**src/hw/rtl/wtvc_pkg.sv**
```systemverilog
`timescale 1ns / 1ps
// ----------------------------------------------------------------------------
// wtvc_pkg
// Shared constants and types of the waypoint tracking velocity control unit.
// ----------------------------------------------------------------------------
package wtvc_pkg;

   localparam int MAX_WAYPOINTS = 16;
   localparam int WP_IDX_W      = $clog2(MAX_WAYPOINTS);
   localparam int WP_CNT_W      = 5;
   localparam int CSR_IDX_W     = 2;
   localparam int CSR_DATA_W    = 15;

   // shared divide / square-root unit
   localparam int IT_NUM_W  = 44;
   localparam int IT_DEN_W  = 32;
   localparam int IT_REM_W  = 34;
   localparam int IT_ROOT_W = IT_NUM_W / 2;
   localparam int IT_CNT_W  = $clog2(IT_NUM_W);

   typedef enum logic [CSR_IDX_W-1:0] {
      CSR_SPEED_GAIN      = 2'd0,
      CSR_OFFSET_DISTANCE = 2'd1,
      CSR_ARRIVAL_RADIUS  = 2'd2,
      CSR_WAYPOINT_COUNT  = 2'd3
   } csr_idx_type;

   typedef enum logic {
      IT_DIV  = 1'b0,
      IT_SQRT = 1'b1
   } it_op_type;

   typedef struct packed {
      logic      start;
      it_op_type op;
   } it_ctl_type;

   typedef enum logic [5:0] {
      ST_IDLE, ST_RD, ST_EX, ST_M1, ST_M2, ST_M3, ST_SQD,
      ST_Q1, ST_Q2, ST_Q3, ST_Q4, ST_Q5, ST_Q6, ST_Q7, ST_Q8, ST_Q9,
      ST_SQR, ST_CS0, ST_CSW, ST_SN0, ST_SNW,
      ST_L1, ST_L2, ST_L3, ST_L4, ST_L5, ST_L6, ST_L7,
      ST_DL0, ST_DLW, ST_DA0, ST_DAW, ST_OUT
   } state_type;

endpackage

```
**src/hw/rtl/wtvc_if.sv**
```systemverilog
`timescale 1ns / 1ps
// ----------------------------------------------------------------------------
// wtvc_req_if / wtvc_rsp_if
// Valid/ready channels for request and response beats.
// ----------------------------------------------------------------------------
interface wtvc_req_if;
   logic               valid;
   logic               ready;
   logic               req_type;
   logic        [3:0]  waypoint_slot;
   logic signed [15:0] coord_x;
   logic signed [15:0] coord_y;
   logic signed [15:0] quat_x;
   logic signed [15:0] quat_y;
   logic signed [15:0] quat_z;
   logic signed [15:0] quat_w;

   modport source (output valid, req_type, waypoint_slot, coord_x, coord_y,
                   quat_x, quat_y, quat_z, quat_w, input ready);
   modport sink   (input valid, req_type, waypoint_slot, coord_x, coord_y,
                   quat_x, quat_y, quat_z, quat_w, output ready);
endinterface

interface wtvc_rsp_if;
   logic               valid;
   logic               ready;
   logic signed [15:0] linear_speed;
   logic signed [15:0] angular_speed;
   logic        [3:0]  target_index;
   logic               route_finished;
   logic               zero_distance;

   modport source (output valid, linear_speed, angular_speed, target_index,
                   route_finished, zero_distance, input ready);
   modport sink   (input valid, linear_speed, angular_speed, target_index,
                   route_finished, zero_distance, output ready);
endinterface

```
**src/hw/rtl/wtvc_divsqrt.sv**
```systemverilog
`timescale 1ns / 1ps
// ----------------------------------------------------------------------------
// wtvc_divsqrt
// Shared bit-serial unsigned divider and integer square root, one
// subtractor, one quotient bit or one root bit per cycle.
// ----------------------------------------------------------------------------
module wtvc_divsqrt (
   input  logic                          clock,
   input  logic                          reset,
   input  wtvc_pkg::it_ctl_type          ctl,
   input  logic [wtvc_pkg::IT_NUM_W-1:0] num,
   input  logic [wtvc_pkg::IT_DEN_W-1:0] den,
   output logic                          done,
   output logic [wtvc_pkg::IT_NUM_W-1:0] res
);
   import wtvc_pkg::*;

   logic                  busy_ff, busy_in;
   logic                  done_ff, done_in;
   it_op_type             op_ff, op_in;
   logic [IT_CNT_W-1:0]   cnt_ff, cnt_in;
   logic [IT_NUM_W-1:0]   work_ff, work_in;
   logic [IT_DEN_W-1:0]   den_ff, den_in;
   logic [IT_REM_W-1:0]   rem_ff, rem_in;
   logic [IT_ROOT_W-1:0]  root_ff, root_in;
   logic [IT_REM_W-1:0]   rs, sub;
   logic [IT_REM_W:0]     diff;
   logic                  ge;

   always_comb begin
      if (op_ff == IT_DIV) begin
         rs  = {rem_ff[IT_REM_W-2:0], work_ff[IT_NUM_W-1]};
         sub = IT_REM_W'(den_ff);
      end else begin
         rs  = {rem_ff[IT_REM_W-3:0], work_ff[IT_NUM_W-1 -: 2]};
         sub = IT_REM_W'({root_ff, 2'b01});
      end
      diff = {1'b0, rs} - {1'b0, sub};
      ge   = ~diff[IT_REM_W];
   end

   always_comb begin
      busy_in = busy_ff;
      done_in = 1'b0;
      op_in   = op_ff;
      cnt_in  = cnt_ff;
      work_in = work_ff;
      den_in  = den_ff;
      rem_in  = rem_ff;
      root_in = root_ff;
      if (ctl.start) begin
         busy_in = 1'b1;
         op_in   = ctl.op;
         cnt_in  = (ctl.op == IT_DIV) ? IT_CNT_W'(IT_NUM_W - 1) : IT_CNT_W'(IT_ROOT_W - 1);
         work_in = num;
         den_in  = den;
         rem_in  = '0;
         root_in = '0;
      end else if (busy_ff) begin
         rem_in = ge ? diff[IT_REM_W-1:0] : rs;
         if (op_ff == IT_DIV) begin
            work_in = {work_ff[IT_NUM_W-2:0], ge};
         end else begin
            work_in = {work_ff[IT_NUM_W-3:0], 2'b00};
            root_in = {root_ff[IT_ROOT_W-2:0], ge};
         end
         cnt_in = cnt_ff - 1'b1;
         if (cnt_ff == '0) begin
            busy_in = 1'b0;
            done_in = 1'b1;
         end
      end
   end

   always_ff @(posedge clock) begin
      if (reset) begin
         busy_ff <= 1'b0;
         done_ff <= 1'b0;
      end else begin
         busy_ff <= busy_in;
         done_ff <= done_in;
      end
   end

   always_ff @(posedge clock) begin
      op_ff   <= op_in;
      cnt_ff  <= cnt_in;
      work_ff <= work_in;
      den_ff  <= den_in;
      rem_ff  <= rem_in;
      root_ff <= root_in;
   end

   assign done = done_ff;
   assign res  = (op_ff == IT_DIV) ? work_ff : IT_NUM_W'(root_ff);

   a_start_idle: assert property (@(posedge clock) disable iff (reset)
      ctl.start |-> !busy_ff) else $error("divsqrt started while busy");
   a_done_idle: assert property (@(posedge clock) disable iff (reset)
      done_ff |-> !busy_ff) else $error("divsqrt done while busy");
   a_done_pulse: assert property (@(posedge clock) disable iff (reset)
      done_ff |=> !done_ff) else $error("divsqrt done longer than a cycle");

endmodule

```
**src/hw/rtl/waypoint_tracking_velocity_control_unit.sv**
```systemverilog
`timescale 1ns / 1ps
// ----------------------------------------------------------------------------
// waypoint_tracking_velocity_control_unit
// Waypoint follower: route table, heading from quaternion, arrival check,
// forward speed and point-offset turn rate, all through one multiplier and
// one bit-serial divide / square-root unit.
// ----------------------------------------------------------------------------
// A load beat writes a route slot and goes straight to the output state. A
// pose beat runs the sequencer through two or three 22-step square roots and
// up to four 44-step divisions on the shared divide / square-root unit: a
// third root when a waypoint is reached, and two divisions fewer when the
// route is finished, the robot sits on the target or the quaternion is
// degenerate. The request channel is ready only between items; a finished
// response waits in its output register without blocking the next request.
// ----------------------------------------------------------------------------
module waypoint_tracking_velocity_control_unit (
   input  logic                            clock,
   input  logic                            reset,
   wtvc_req_if.sink                        req,
   wtvc_rsp_if.source                      rsp,
   input  logic                            csr_we,
   input  logic [wtvc_pkg::CSR_IDX_W-1:0]  csr_index,
   input  logic [wtvc_pkg::CSR_DATA_W-1:0] csr_wdata
);
   import wtvc_pkg::*;

   function automatic logic signed [19:0] trunc14(input logic signed [33:0] v);
      logic signed [33:0] t;
      t = v + (v[33] ? 34'sd16383 : 34'sd0);
      return t[33:14];
   endfunction

   function automatic logic signed [15:0] sat16(input logic neg,
                                                input logic [IT_NUM_W-1:0] q);
      logic signed [15:0] r;
      if (!neg) r = (q > IT_NUM_W'(32767)) ? 16'sh7FFF : $signed(q[15:0]);
      else      r = (q > IT_NUM_W'(32768)) ? 16'sh8000 : -$signed(q[15:0]);
      return r;
   endfunction

   state_type              state_ff, state_in;
   logic [31:0]            tbl_mem [MAX_WAYPOINTS];
   logic [31:0]            rd_ff;
   logic [WP_IDX_W-1:0]    target_ff, target_in;
   logic                   fin_ff, fin_in;
   logic                   pass_ff, pass_in;
   logic [7:0]             gain_ff;
   logic [14:0]            od_ff, rad_ff;
   logic [WP_CNT_W-1:0]    cnt_ff;
   logic                   rsp_valid_ff, rsp_valid_in;
   logic signed [15:0]     out_lin_ff, out_ang_ff;
   logic [WP_IDX_W-1:0]    out_tgt_ff;
   logic                   out_fin_ff, out_zd_ff;
   logic                   out_load;

   logic signed [15:0]     px_ff, py_ff, qx_ff, qy_ff, qz_ff, qw_ff;
   logic signed [16:0]     ex_ff, ex_in, ey_ff, ey_in;
   logic signed [55:0]     acc_ff, acc_in, prod_ff, prod_in;
   logic [16:0]            dist_ff, dist_in;
   logic signed [33:0]     s_ff, s_in, c_ff, c_in;
   logic signed [19:0]     s14_ff, s14_in, c14_ff, c14_in;
   logic [19:0]            r_ff, r_in;
   logic signed [15:0]     cs_ff, cs_in, sn_ff, sn_in;
   logic signed [33:0]     dot_ff, dot_in, crs_ff, crs_in;
   logic signed [41:0]     numl_ff, numl_in, numa_ff, numa_in;
   logic signed [15:0]     lin_ff, lin_in, ang_ff, ang_in;
   logic                   zd_ff, zd_in;

   logic signed [35:0]     mul_a;
   logic signed [19:0]     mul_b;
   logic signed [55:0]     sum_ap;
   logic                   accept, load_acc;
   logic [WP_CNT_W-1:0]    cnt_clamp;
   logic [14:0]            od_eff;
   logic [19:0]            c14_mag, s14_mag;
   logic [41:0]            numl_mag, numa_mag;

   it_ctl_type             it_ctl;
   logic [IT_NUM_W-1:0]    it_num, it_res;
   logic [IT_DEN_W-1:0]    it_den;
   logic                   it_done;

   wtvc_divsqrt u_divsqrt (
      .clock (clock),
      .reset (reset),
      .ctl   (it_ctl),
      .num   (it_num),
      .den   (it_den),
      .done  (it_done),
      .res   (it_res)
   );

   assign accept    = req.valid && req.ready;
   assign load_acc  = accept && !req.req_type;
   assign req.ready = (state_ff == ST_IDLE);
   assign sum_ap    = acc_ff + prod_ff;
   assign cnt_clamp = (cnt_ff > WP_CNT_W'(MAX_WAYPOINTS)) ? WP_CNT_W'(MAX_WAYPOINTS) : cnt_ff;
   assign od_eff    = (od_ff == '0) ? 15'd1 : od_ff;
   assign c14_mag   = c14_ff[19] ? 20'(-c14_ff) : 20'(c14_ff);
   assign s14_mag   = s14_ff[19] ? 20'(-s14_ff) : 20'(s14_ff);
   assign numl_mag  = numl_ff[41] ? 42'(-numl_ff) : 42'(numl_ff);
   assign numa_mag  = numa_ff[41] ? 42'(-numa_ff) : 42'(numa_ff);
   assign prod_in   = mul_a * mul_b;

   always_comb begin
      state_in     = state_ff;
      target_in    = target_ff;
      fin_in       = fin_ff;
      pass_in      = pass_ff;
      rsp_valid_in = rsp_valid_ff && !rsp.ready;
      out_load     = 1'b0;
      ex_in   = ex_ff;   ey_in   = ey_ff;   acc_in  = acc_ff;  dist_in = dist_ff;
      s_in    = s_ff;    c_in    = c_ff;    s14_in  = s14_ff;  c14_in  = c14_ff;
      r_in    = r_ff;    cs_in   = cs_ff;   sn_in   = sn_ff;   dot_in  = dot_ff;
      crs_in  = crs_ff;  numl_in = numl_ff; numa_in = numa_ff;
      lin_in  = lin_ff;  ang_in  = ang_ff;  zd_in   = zd_ff;
      mul_a   = 36'(ex_ff);
      mul_b   = 20'(ex_ff);
      it_ctl  = '{start: 1'b0, op: IT_DIV};
      it_num  = sum_ap[IT_NUM_W-1:0];
      it_den  = IT_DEN_W'(r_ff);

      unique case (state_ff)
         ST_IDLE: begin
            if (accept) begin
               pass_in = 1'b0;
               if (!req.req_type) begin
                  if (req.waypoint_slot == '0) begin
                     target_in = '0;
                     fin_in    = 1'b0;
                  end
                  lin_in   = '0;
                  ang_in   = '0;
                  zd_in    = 1'b0;
                  state_in = ST_OUT;
               end else begin
                  state_in = ST_RD;
               end
            end
         end
         ST_RD: state_in = ST_EX;
         ST_EX: begin
            ex_in    = 17'($signed(rd_ff[15:0])) - 17'(px_ff);
            ey_in    = 17'($signed(rd_ff[31:16])) - 17'(py_ff);
            state_in = ST_M1;
         end
         ST_M1: begin
            mul_a    = 36'(ex_ff);
            mul_b    = 20'(ex_ff);
            state_in = ST_M2;
         end
         ST_M2: begin
            acc_in   = prod_ff;
            mul_a    = 36'(ey_ff);
            mul_b    = 20'(ey_ff);
            state_in = ST_M3;
         end
         ST_M3: begin
            it_ctl   = '{start: 1'b1, op: IT_SQRT};
            state_in = ST_SQD;
         end
         ST_SQD: begin
            if (it_done) begin
               dist_in  = it_res[16:0];
               state_in = ST_Q1;
               if (!pass_ff && (it_res[16:0] <= 17'(rad_ff))) begin
                  if ((WP_CNT_W'(target_ff) + 1'b1) < cnt_clamp) begin
                     target_in = target_ff + 1'b1;
                     pass_in   = 1'b1;
                     state_in  = ST_RD;
                  end else begin
                     fin_in = 1'b1;
                  end
               end
            end
         end
         ST_Q1: begin
            mul_a    = 36'(qw_ff);
            mul_b    = 20'(qz_ff);
            state_in = ST_Q2;
         end
         ST_Q2: begin
            acc_in   = prod_ff;
            mul_a    = 36'(qx_ff);
            mul_b    = 20'(qy_ff);
            state_in = ST_Q3;
         end
         ST_Q3: begin
            s_in     = sum_ap[33:0] <<< 1;
            mul_a    = 36'(qy_ff);
            mul_b    = 20'(qy_ff);
            state_in = ST_Q4;
         end
         ST_Q4: begin
            acc_in   = prod_ff;
            mul_a    = 36'(qz_ff);
            mul_b    = 20'(qz_ff);
            state_in = ST_Q5;
         end
         ST_Q5: begin
            c_in     = 34'sd268435456 - (sum_ap[33:0] <<< 1);
            state_in = ST_Q6;
         end
         ST_Q6: begin
            s14_in   = trunc14(s_ff);
            c14_in   = trunc14(c_ff);
            state_in = ST_Q7;
         end
         ST_Q7: begin
            mul_a    = 36'(s14_ff);
            mul_b    = s14_ff;
            state_in = ST_Q8;
         end
         ST_Q8: begin
            acc_in   = prod_ff;
            mul_a    = 36'(c14_ff);
            mul_b    = c14_ff;
            state_in = ST_Q9;
         end
         ST_Q9: begin
            it_ctl   = '{start: 1'b1, op: IT_SQRT};
            state_in = ST_SQR;
         end
         ST_SQR: begin
            if (it_done) begin
               r_in = it_res[19:0];
               if (it_res[19:0] == '0) begin
                  cs_in    = 16'sd16384;
                  sn_in    = '0;
                  state_in = ST_L1;
               end else begin
                  state_in = ST_CS0;
               end
            end
         end
         ST_CS0: begin
            it_ctl   = '{start: 1'b1, op: IT_DIV};
            it_num   = IT_NUM_W'({c14_mag, 14'b0});
            state_in = ST_CSW;
         end
         ST_CSW: begin
            if (it_done) begin
               cs_in    = c14_ff[19] ? -$signed(it_res[15:0]) : $signed(it_res[15:0]);
               state_in = ST_SN0;
            end
         end
         ST_SN0: begin
            it_ctl   = '{start: 1'b1, op: IT_DIV};
            it_num   = IT_NUM_W'({s14_mag, 14'b0});
            state_in = ST_SNW;
         end
         ST_SNW: begin
            if (it_done) begin
               sn_in    = s14_ff[19] ? -$signed(it_res[15:0]) : $signed(it_res[15:0]);
               state_in = ST_L1;
            end
         end
         ST_L1: begin
            zd_in = (dist_ff == '0);
            if (fin_ff || dist_ff == '0) begin
               lin_in   = '0;
               ang_in   = '0;
               state_in = ST_OUT;
            end else begin
               mul_a    = 36'(cs_ff);
               mul_b    = 20'(ex_ff);
               state_in = ST_L2;
            end
         end
         ST_L2: begin
            acc_in   = prod_ff;
            mul_a    = 36'(sn_ff);
            mul_b    = 20'(ey_ff);
            state_in = ST_L3;
         end
         ST_L3: begin
            dot_in   = sum_ap[33:0];
            mul_a    = 36'(cs_ff);
            mul_b    = 20'(ey_ff);
            state_in = ST_L4;
         end
         ST_L4: begin
            acc_in   = prod_ff;
            mul_a    = 36'(sn_ff);
            mul_b    = 20'(ex_ff);
            state_in = ST_L5;
         end
         ST_L5: begin
            crs_in   = acc_ff[33:0] - prod_ff[33:0];
            mul_a    = 36'(dot_ff);
            mul_b    = 20'($signed({1'b0, gain_ff}));
            state_in = ST_L6;
         end
         ST_L6: begin
            numl_in  = prod_ff[41:0];
            mul_a    = 36'(crs_ff);
            mul_b    = 20'($signed({1'b0, gain_ff}));
            state_in = ST_L7;
         end
         ST_L7: begin
            numa_in  = prod_ff[41:0];
            state_in = ST_DL0;
         end
         ST_DL0: begin
            it_ctl   = '{start: 1'b1, op: IT_DIV};
            it_num   = IT_NUM_W'(numl_mag);
            it_den   = IT_DEN_W'({dist_ff, 14'b0});
            state_in = ST_DLW;
         end
         ST_DLW: begin
            if (it_done) begin
               lin_in   = sat16(numl_ff[41], it_res);
               state_in = ST_DA0;
            end
         end
         ST_DA0: begin
            it_ctl   = '{start: 1'b1, op: IT_DIV};
            it_num   = IT_NUM_W'(numa_mag);
            it_den   = IT_DEN_W'({od_eff, 14'b0});
            state_in = ST_DAW;
         end
         ST_DAW: begin
            if (it_done) begin
               ang_in   = sat16(numa_ff[41], it_res);
               state_in = ST_OUT;
            end
         end
         ST_OUT: begin
            if (!rsp_valid_ff || rsp.ready) begin
               out_load     = 1'b1;
               rsp_valid_in = 1'b1;
               state_in     = ST_IDLE;
            end
         end
         default: state_in = ST_IDLE;
      endcase
   end

   always_ff @(posedge clock) begin
      if (reset) begin
         state_ff     <= ST_IDLE;
         target_ff    <= '0;
         fin_ff       <= 1'b0;
         pass_ff      <= 1'b0;
         rsp_valid_ff <= 1'b0;
         gain_ff      <= 8'd128;
         od_ff        <= 15'd128;
         rad_ff       <= 15'd26;
         cnt_ff       <= WP_CNT_W'(1);
      end else begin
         state_ff     <= state_in;
         target_ff    <= target_in;
         fin_ff       <= fin_in;
         pass_ff      <= pass_in;
         rsp_valid_ff <= rsp_valid_in;
         if (csr_we) begin
            unique case (csr_idx_type'(csr_index))
               CSR_SPEED_GAIN:      gain_ff <= csr_wdata[7:0];
               CSR_OFFSET_DISTANCE: od_ff   <= csr_wdata[14:0];
               CSR_ARRIVAL_RADIUS:  rad_ff  <= csr_wdata[14:0];
               CSR_WAYPOINT_COUNT:  cnt_ff  <= csr_wdata[WP_CNT_W-1:0];
               default: ;
            endcase
         end
      end
   end

   always_ff @(posedge clock) begin
      if (load_acc) begin
         tbl_mem[req.waypoint_slot] <= {req.coord_y, req.coord_x};
      end
      rd_ff <= tbl_mem[target_ff];
   end

   always_ff @(posedge clock) begin
      if (accept) begin
         px_ff <= req.coord_x;
         py_ff <= req.coord_y;
         qx_ff <= req.quat_x;
         qy_ff <= req.quat_y;
         qz_ff <= req.quat_z;
         qw_ff <= req.quat_w;
      end
      ex_ff   <= ex_in;   ey_ff   <= ey_in;   acc_ff  <= acc_in;  prod_ff <= prod_in;
      dist_ff <= dist_in; s_ff    <= s_in;    c_ff    <= c_in;    s14_ff  <= s14_in;
      c14_ff  <= c14_in;  r_ff    <= r_in;    cs_ff   <= cs_in;   sn_ff   <= sn_in;
      dot_ff  <= dot_in;  crs_ff  <= crs_in;  numl_ff <= numl_in; numa_ff <= numa_in;
      lin_ff  <= lin_in;  ang_ff  <= ang_in;  zd_ff   <= zd_in;
      if (out_load) begin
         out_lin_ff <= lin_ff;
         out_ang_ff <= ang_ff;
         out_tgt_ff <= target_ff;
         out_fin_ff <= fin_ff;
         out_zd_ff  <= zd_ff;
      end
   end

   assign rsp.valid          = rsp_valid_ff;
   assign rsp.linear_speed   = out_lin_ff;
   assign rsp.angular_speed  = out_ang_ff;
   assign rsp.target_index   = out_tgt_ff;
   assign rsp.route_finished = out_fin_ff;
   assign rsp.zero_distance  = out_zd_ff;

   a_restart: assert property (@(posedge clock) disable iff (reset)
      (load_acc && req.waypoint_slot == '0) |=> (target_ff == '0 && !fin_ff))
      else $error("slot 0 load did not restart the route");
   a_fin_sticky: assert property (@(posedge clock) disable iff (reset)
      $fell(fin_ff) |-> $past(load_acc && req.waypoint_slot == '0))
      else $error("finished flag cleared without route restart");
   a_rsp_src: assert property (@(posedge clock) disable iff (reset)
      $rose(rsp_valid_ff) |-> $past(state_ff == ST_OUT))
      else $error("response beat raised outside output state");

endmodule

```
**src/flat_wrapper.sv**
```systemverilog
// flat-port wrapper written by rule: the top's interface ports become plain ports
module waypoint_tracking_velocity_control_unit_flat import wtvc_pkg::*;
  (clock, reset, csr_we, csr_index, csr_wdata, req_valid, req_req_type, req_waypoint_slot, req_coord_x, req_coord_y, req_quat_x, req_quat_y, req_quat_z, req_quat_w, req_ready, rsp_valid, rsp_linear_speed, rsp_angular_speed, rsp_target_index, rsp_route_finished, rsp_zero_distance, rsp_ready);
  wtvc_req_if req_i ();
  wtvc_rsp_if rsp_i ();
  input  logic clock;
  input  logic reset;
  input  logic csr_we;
  input  logic [wtvc_pkg::CSR_IDX_W-1:0] csr_index;
  input  logic [wtvc_pkg::CSR_DATA_W-1:0] csr_wdata;
  input wire logic [$bits(req_i.valid)-1:0] req_valid;
  input wire logic [$bits(req_i.req_type)-1:0] req_req_type;
  input wire logic [$bits(req_i.waypoint_slot)-1:0] req_waypoint_slot;
  input wire logic [$bits(req_i.coord_x)-1:0] req_coord_x;
  input wire logic [$bits(req_i.coord_y)-1:0] req_coord_y;
  input wire logic [$bits(req_i.quat_x)-1:0] req_quat_x;
  input wire logic [$bits(req_i.quat_y)-1:0] req_quat_y;
  input wire logic [$bits(req_i.quat_z)-1:0] req_quat_z;
  input wire logic [$bits(req_i.quat_w)-1:0] req_quat_w;
  output wire logic [$bits(req_i.ready)-1:0] req_ready;
  output wire logic [$bits(rsp_i.valid)-1:0] rsp_valid;
  output wire logic [$bits(rsp_i.linear_speed)-1:0] rsp_linear_speed;
  output wire logic [$bits(rsp_i.angular_speed)-1:0] rsp_angular_speed;
  output wire logic [$bits(rsp_i.target_index)-1:0] rsp_target_index;
  output wire logic [$bits(rsp_i.route_finished)-1:0] rsp_route_finished;
  output wire logic [$bits(rsp_i.zero_distance)-1:0] rsp_zero_distance;
  input wire logic [$bits(rsp_i.ready)-1:0] rsp_ready;
  assign req_i.valid = req_valid;
  assign req_i.req_type = req_req_type;
  assign req_i.waypoint_slot = req_waypoint_slot;
  assign req_i.coord_x = req_coord_x;
  assign req_i.coord_y = req_coord_y;
  assign req_i.quat_x = req_quat_x;
  assign req_i.quat_y = req_quat_y;
  assign req_i.quat_z = req_quat_z;
  assign req_i.quat_w = req_quat_w;
  assign req_ready = req_i.ready;
  assign rsp_valid = rsp_i.valid;
  assign rsp_linear_speed = rsp_i.linear_speed;
  assign rsp_angular_speed = rsp_i.angular_speed;
  assign rsp_target_index = rsp_i.target_index;
  assign rsp_route_finished = rsp_i.route_finished;
  assign rsp_zero_distance = rsp_i.zero_distance;
  assign rsp_i.ready = rsp_ready;
  waypoint_tracking_velocity_control_unit u_core (.clock(clock), .reset(reset), .req(req_i), .rsp(rsp_i), .csr_we(csr_we), .csr_index(csr_index), .csr_wdata(csr_wdata));
endmodule
```
**config.mk**
```make
export PLATFORM = sky130hd
export DESIGN_NAME = waypoint_tracking_velocity_control_unit_flat
export DESIGN_NICKNAME = d
export VERILOG_FILES = /design/src/hw/rtl/wtvc_pkg.sv /design/src/hw/rtl/wtvc_if.sv /design/src/hw/rtl/wtvc_divsqrt.sv /design/src/hw/rtl/waypoint_tracking_velocity_control_unit.sv /design/src/flat_wrapper.sv
export SDC_FILE = /design/constraint.sdc
export NUM_CORES = 2
export LEC_CHECK = 0
export BUFFER_PORTS_ARGS = -buffer_cell sky130_fd_sc_hd__buf_4
export CORE_MARGIN = 10
export CORE_UTILIZATION = 59
export CTS_BUF_LIST = sky130_fd_sc_hd__clkbuf_16
export DETAILED_ROUTE_END_ITERATION = 8
export GPL_ROUTABILITY_DRIVEN = 0
export PLACE_DENSITY = 0.73
export SETUP_SLACK_MARGIN = 0.4
export SYNTH_ARGS = -nofsm -noshare
export SYNTH_HDL_FRONTEND = slang
export SYNTH_HIERARCHICAL = 1
export SYNTH_SLANG_ARGS = --single-unit
```
**constraint.sdc**
```tcl
create_clock -name clock -period 19.15 [get_ports clock]
set_input_delay 3.83 -clock clock [delete_from_list [all_inputs] [get_ports clock]]
set_output_delay 3.83 -clock clock [all_outputs]
set_load 0.01 [all_outputs]
```
# [Yosys cells after proc, flatten, opt, wreduce, memory -nomap -nowiden]
# Memories as Yosys holds them, arrays and structs flattened. A register that Yosys moved wholly into a read port is not among the register bits.
# Index checks and enable logic that the tools add are counted.
[totals] register_bits=813 latch_bits=0 ramBits=512 mem_bits_ro=0 wordCells=262 mem_count=1
[op_classes] add_sub_neg=16 multipliers=1 div=0 magnitude_cmp=5 eq_ne=50 n_shift=0 mux=91 bitwise_logic=2 reduce_logical=49
[memory_table] name="u_core.tbl_mem" words=16 word_bits=32 read_ports=1 rd_ports_with_merged_regs=1 wr=1 line="waypoint_tracking_velocity_control_unit.sv:42" source="logic [31:0] tbl_mem [MAX_WAYPOINTS];"
[op_table] cell="case mux 36 bit (12 select lines)" count=1
[op_table] cell="two-way mux 16 bit" count=17
[op_table] cell="case mux 6 bit (33 select lines)" count=1
[op_table] cell="two-way mux 44 bit" count=4
[op_table] cell="case mux 44 bit (4 select lines)" count=1
[op_table] cell="case mux 20 bit (6 select lines)" count=1
[op_table] cell="equality test 6 x 5 -> 1 bit, second input constant" count=16
[op_table] cell="case mux 16 bit (3 select lines)" count=2
[op_table] cell="two-way mux 42 bit" count=2
[op_table] cell="two-way mux 6 bit" count=14
[op_table] cell="negation 42 bit" count=2
[op_table] cell="adder 34 bit" count=2
[op_table] cell="case mux 16 bit (2 select lines)" count=2
[op_table] cell="case mux 31 bit (2 select lines)" count=1
[op_table] cell="equality test 6 x 4 -> 1 bit, second input constant" count=8
[op_table] cell="adder 44 bit" count=1
[op_table] cell="> comparator 44 x 15 -> 1 bit, second input constant" count=1
[op_table] cell="> comparator 44 x 16 -> 1 bit, second input constant" count=1
[op_table] cell="multiplier 36 x 20 -> 44 bit" count=1
[op_table] cell="two-way mux 20 bit" count=2
[op_table] cell="negation 20 bit" count=2
[op_table] cell="two-way mux 36 bit" count=1
[op_table] cell="subtractor 34 x 32 -> 35 bit" count=1
[op_table] cell="two-way mux 34 bit" count=1
[op_table] cell="51 further kinds" count=129

# [Depth between registers and ports, before layout]
[depth] word_depth=7 depth_mapped=39 mapped_depth_nobuf=35

# [Hierarchy]
# The synthesis kept the hierarchy.
[modules_own_cells] module="waypoint_tracking_velocity_control_unit" instances=1 cells_per_inst=6456 area_per_inst_um2=75969.1 seq_area_each_um2=35193.8
[modules_own_cells] module="wtvc_divsqrt" instances=1 cells_per_inst=896 area_per_inst_um2=8549.4 seq_area_each_um2=3633.5

# [Least setup slack after synthesis]
# No wires, ideal clock.
[synth_path] path_kind="register -> register" start="register u_core.state_ff[0]" end="register u_core.prod_ff[43]" t_arrival_ps=10843 setup_slack_ps=8175 path_stages_with_launch=34 path_buffers=3 period_less_slack_ps=10975 cell_sequence="dfxtp_1 clkbuf_1 nand2_1 nor3_1 or2_2 clkbuf_1 nand2_1 nand3_1 clkbuf_1 nand2_1 fa_1 inv_1 ha_1 inv_1 fa_1 inv_1 fa_1 fa_1 fa_1 inv_1 fa_1 inv_1 ha_1 inv_1 o21bai_1 a221o_1 a21oi_1 nand3b_1 o221ai_1 o21ai_0 a221oi_1 nor2_1 o41ai_1 xor2_1"
[synth_between] elab_chain_cells=4 elab_cells_between_ends=21
[synth_lines] item="start: declaration" line="waypoint_tracking_velocity_control_unit.sv:41" source="state_type state_ff, state_in;"
[synth_lines] item="start signal: assignment" line="waypoint_tracking_velocity_control_unit.sv:351" source="state_ff <= state_in;"
[synth_lines] item="equality test 6 x 5 -> 1 bit, or another cell as far along" line="waypoint_tracking_velocity_control_unit.sv:123" source="unique case (state_ff)"
[synth_lines] item="OR reduction 2 bit (no source line) or OR reduction 3 bit (tied branches)"
[synth_lines] item="case mux 36 bit (12 select lines) or case mux 20 bit (6 select lines) (tied branches)" line="waypoint_tracking_velocity_control_unit.sv:123"
[synth_lines] item="multiplier 36 x 20 -> 44 bit *" line="waypoint_tracking_velocity_control_unit.sv:103" source="assign prod_in = mul_a * mul_b;"
[synth_lines] item="named net u_core.prod_in[43]" line="waypoint_tracking_velocity_control_unit.sv:58" source="logic signed [55:0] acc_ff, acc_in, prod_ff, prod_in;"
[synth_lines] item="end signal: assignment" line="waypoint_tracking_velocity_control_unit.sv:384" source="ex_ff <= ex_in; ey_ff <= ey_in; acc_ff <= acc_in; prod_ff <= prod_in;"
[synth_lines] item="end: declaration" line="waypoint_tracking_velocity_control_unit.sv:58"
# Mark *: on every way through the listed nets, which the timed path passes. The rest lies on a longest branch.
# A chain may end at the register's enable or synchronous reset.

# [Worst setup path in the final report]
[layout_path] start="register u_core.state_ff[2]" end="register u_core.prod_ff[43]"
# The elaborated chain is that of the path after synthesis.

==> impl_metrics.env <==
export IMPL_outcome="finished clean"
export IMPL_worst_path_most_repeated_cell="fa_1"
export IMPL_cp_slowest_stage_delay_ns=1.11
export IMPL_yosys_top_cells_area="edfxtp_1, fa_1, ha_1"
export IMPL_grt_pass1_wl_mm=376.5
export IMPL_yosys_area_top_type_share_pct=41.46
export IMPL_syn_to_final_growth_pct=9.577
export IMPL_rsz0062_at_grt="false"
export IMPL_grt_util_all_layers_pct=31.59
export IMPL_clkTransAtPathRegs_ns=0.06
export IMPL_worst_ep_required_time_ns=19.83
export IMPL_worst_hold_slack_ns=0.4152
export IMPL_drc=0
export IMPL_routed_via_density=6.364
export IMPL_critPathMaxFanout=24
export IMPL_clock_buffers_created_by_tritoncts=140
export IMPL_crit_path_start_kind="flop"
export IMPL_coreArea_mm2=0.1419
export IMPL_max_cap_violations=0
export IMPL_maximum_number_of_pins_on_one_net_before_global_route_repair=138
export IMPL_synthDominantAreaCellType="edfxtp_1"
export IMPL_hpwl_mm=180.7
export IMPL_row_count=138
export IMPL_netlist_area_mm2=0.08452
export IMPL_most_common_cell_after_layout_fill_and_taps_aside="edfxtp_1"
export IMPL_finalClockSkew_ns=0.05899
export IMPL_finalMaxSlewViolations=0
export IMPL_die_area_mm2=0.1588
export IMPL_drive_gt1_share_pct=10.72
export IMPL_synthDistinctLibCells=116
export IMPL_reg2reg_to="u_core/prod_ff[43]$_DFF_P_"
export IMPL_postSynthRegisterBits=1356
export IMPL_post_route_period_util_pct=58.32
export IMPL_synth_sequential_area_ratio_pct=45.94
export IMPL_num_nets_final=8444
export IMPL_drt_pre_antenna_iters=9
export IMPL_mostFrequentLayoutCells="edfxtp_1, inv_1, nand2_1"
export IMPL_synth_ff_type="edfxtp_1"
export IMPL_cp_data_arrival_time_ns=11.84
export IMPL_tns_ns=0
export IMPL_post_route_min_period_ns=11.17
export IMPL_initial_utilization_pct=59.55
export IMPL_preCtsSetupSlack_ns=8.329
export IMPL_slew_headroom_pct=7.507
export IMPL_reg2reg_from="u_core/state_ff[2]$_SDFFE_PP0P_"
export IMPL_setup_viol=0
export IMPL_clock_fmax_mhz=89.54
export IMPL_crit_path_capture="u_core/prod_ff[43]$_DFF_P_"
export IMPL_tightest_slew_ns=1.378
export IMPL_yosysWarningCount=6
export IMPL_num_vias=60162
export IMPL_tritoncts="built"
export IMPL_cts_root_buffer="clkbuf_16"
export IMPL_postSynthAreaPerCell_um2=11.50
export IMPL_hold_buffers=0
export IMPL_routed_wl_mm=251.7
export IMPL_synth_async_sr_flop_share_pct=0
export IMPL_global_route_overflow_total=0
export IMPL_via_count_of_the_first_global_routing_pass=59746
export IMPL_die_x_um=398.5
export IMPL_post_synth_inst_count=7352
export IMPL_initialDrtViolationCount=8451
export IMPL_kind_of_capture_point_of_the_worst_setup_path="flop"
export IMPL_number_of_antenna_violations_at_the_first_check_in_global_routing=13
export IMPL_clock_sinks=1356
export IMPL_die_y_um=398.5
export IMPL_max_h_tree_level=4
export IMPL_design_portCount=163
export IMPL_synth_edff_count=1167
export IMPL_synthesis_nets=8358
export IMPL_route_antenna_remaining_nets=0
export IMPL_crit_path_start="u_core/state_ff[2]$_SDFFE_PP0P_"
export IMPL_worstHoldPathType="reg -> reg"
export IMPL_avgRoutedWirePerCell_um=26.63
export IMPL_postCtsResizedCells=0
export IMPL_reg2reg_setup_slack_ns=7.98
export IMPL_worst_slack_ns=7.982
export IMPL_final_util_pct=65.25
export IMPL_port_buffers=162
export IMPL_slowest_stage="a21oi_2"
export IMPL_clockBufferDepth=3
export IMPL_finalHoldViolations=0
export IMPL_post_cts_setup_buffers=0
export IMPL_critPathKind="reg -> reg"
export IMPL_worst_skew_pair_late_latency_ns=0.80
export IMPL_number_of_cells_on_the_worst_reg_to_reg_path=29
## cell type report
class                           count  area, µm²
Clock buffer                      140       3503
Timing Repair Buffer              276       2085
Antenna cell                        7      17.52
Inverter                          959       3600
Sequential cell                  1356      38840
Tap cell                         1890       2365
Fill cell                       10433      49320
Multi-Input combinational cell   4705      41080
Clock inverter                    121       1124
## stage by stage
step | cell area [µm²] | instances
finish | 92610 | 9454
global route | 92610 | 9451
CTS | 92600 | 9447
detailed placement | 87970 | 9186
global placement | 87970 | 9186
floorplan | 84520 | 7352
## worst min-delay path by stage
stage / endpoint / cells after the start / slack [ns] / startpoint
after floorplan: u_core/rsp.angular_speed[0]$_DFFE_PP_ / 0 / 0.40 / u_core/ang_ff[0]$_SDFFCE_PN0P_
after global placement: u_core/rsp.linear_speed[15]$_DFFE_PP_ / 0 / 0.41 / u_core/lin_ff[15]$_SDFFCE_PN0P_
after detailed placement: u_core/rsp.angular_speed[4]$_DFFE_PP_ / 0 / 0.40 / u_core/ang_ff[4]$_SDFFCE_PN0P_
after CTS: u_core/rsp.linear_speed[2]$_DFFE_PP_ / 0 / 0.42 / u_core/lin_ff[2]$_SDFFCE_PN0P_
after global routing: u_core/rsp.linear_speed[12]$_DFFE_PP_ / 0 / 0.43 / u_core/lin_ff[12]$_SDFFCE_PN0P_
final: u_core/rsp.linear_speed[2]$_DFFE_PP_ / 0 / 0.42 / u_core/lin_ff[2]$_SDFFCE_PN0P_
## metal layers
| layer | share of wire, % | track usage, % |
|---|---|---|
| met3 | 14 | 11.51 |
| met2 | 43 | 46.21 |
| met5 | 0.11 | 0.3328 |
| met4 | 5.1 | 13.98 |
| met1 | 38 | 42.28 |
## synth_stat cells, types with 27 or more instances
library cell / instances
a211oi_1: 47
and3_1: 55
o21bai_1: 30
mux4_2: 160
a31oi_1: 30
nand2_1: 733
a221oi_1: 39
a21oi_1: 298
nor3_1: 75
dfxtp_1: 189
nor2_1: 561
o31ai_1: 40
a22oi_1: 58
a22o_1: 50
nand4_1: 27
xor2_1: 157
nor2b_1: 103
nand2b_1: 101
xnor2_1: 231
nand3_1: 102
clkbuf_1: 278
a21o_1: 69
buf_1: 30
fa_1: 567
o21ai_0: 216
or3_1: 42
o21a_1: 29
mux2i_1: 89
o22ai_1: 28
ha_1: 316
nor4_1: 43
inv_1: 956
and2_1: 38
mux2_2: 52
edfxtp_1: 1167
## registers in the layout, summed over array words and instances (netlist names), 22 cells and up
register                  count
u_core/acc_ff                44
u_core/c_ff                  33
u_core/crs_ff                34
u_core/dot_ff                34
u_core/numa_ff               42
u_core/numl_ff               42
u_core/prod_ff               44
u_core/rd_ff                 32
u_core/s_ff                  33
u_core/tbl_mem              512
u_core/u_divsqrt/den_ff      32
u_core/u_divsqrt/rem_ff      33
u_core/u_divsqrt/root_ff     22
u_core/u_divsqrt/work_ff     44
## critical path, delay by kind of cell (launching register included)
family          cells  cell delay [ns]
buf+inv             5             0.27
compound gates     10             3.50
simple gates        5             2.25
flops               1             0.78
xor+xnor            1             0.19
fa+ha+maj           8             4.00
## cell families after synthesis
kind of cell	count (synthesis)	synth area share [%]
flops	1356	45.94
buf+inv	1291	5.782
xor+xnor	390	4.067
other cells	1	0.004437
simple gates	1971	10.74
mux	301	6.010
compound gates	1159	9.349
fa+ha+maj	883	18.11
Power is not shown: default switching activity piles up to over one toggle a cycle in this logic, so the estimate is an artifact.
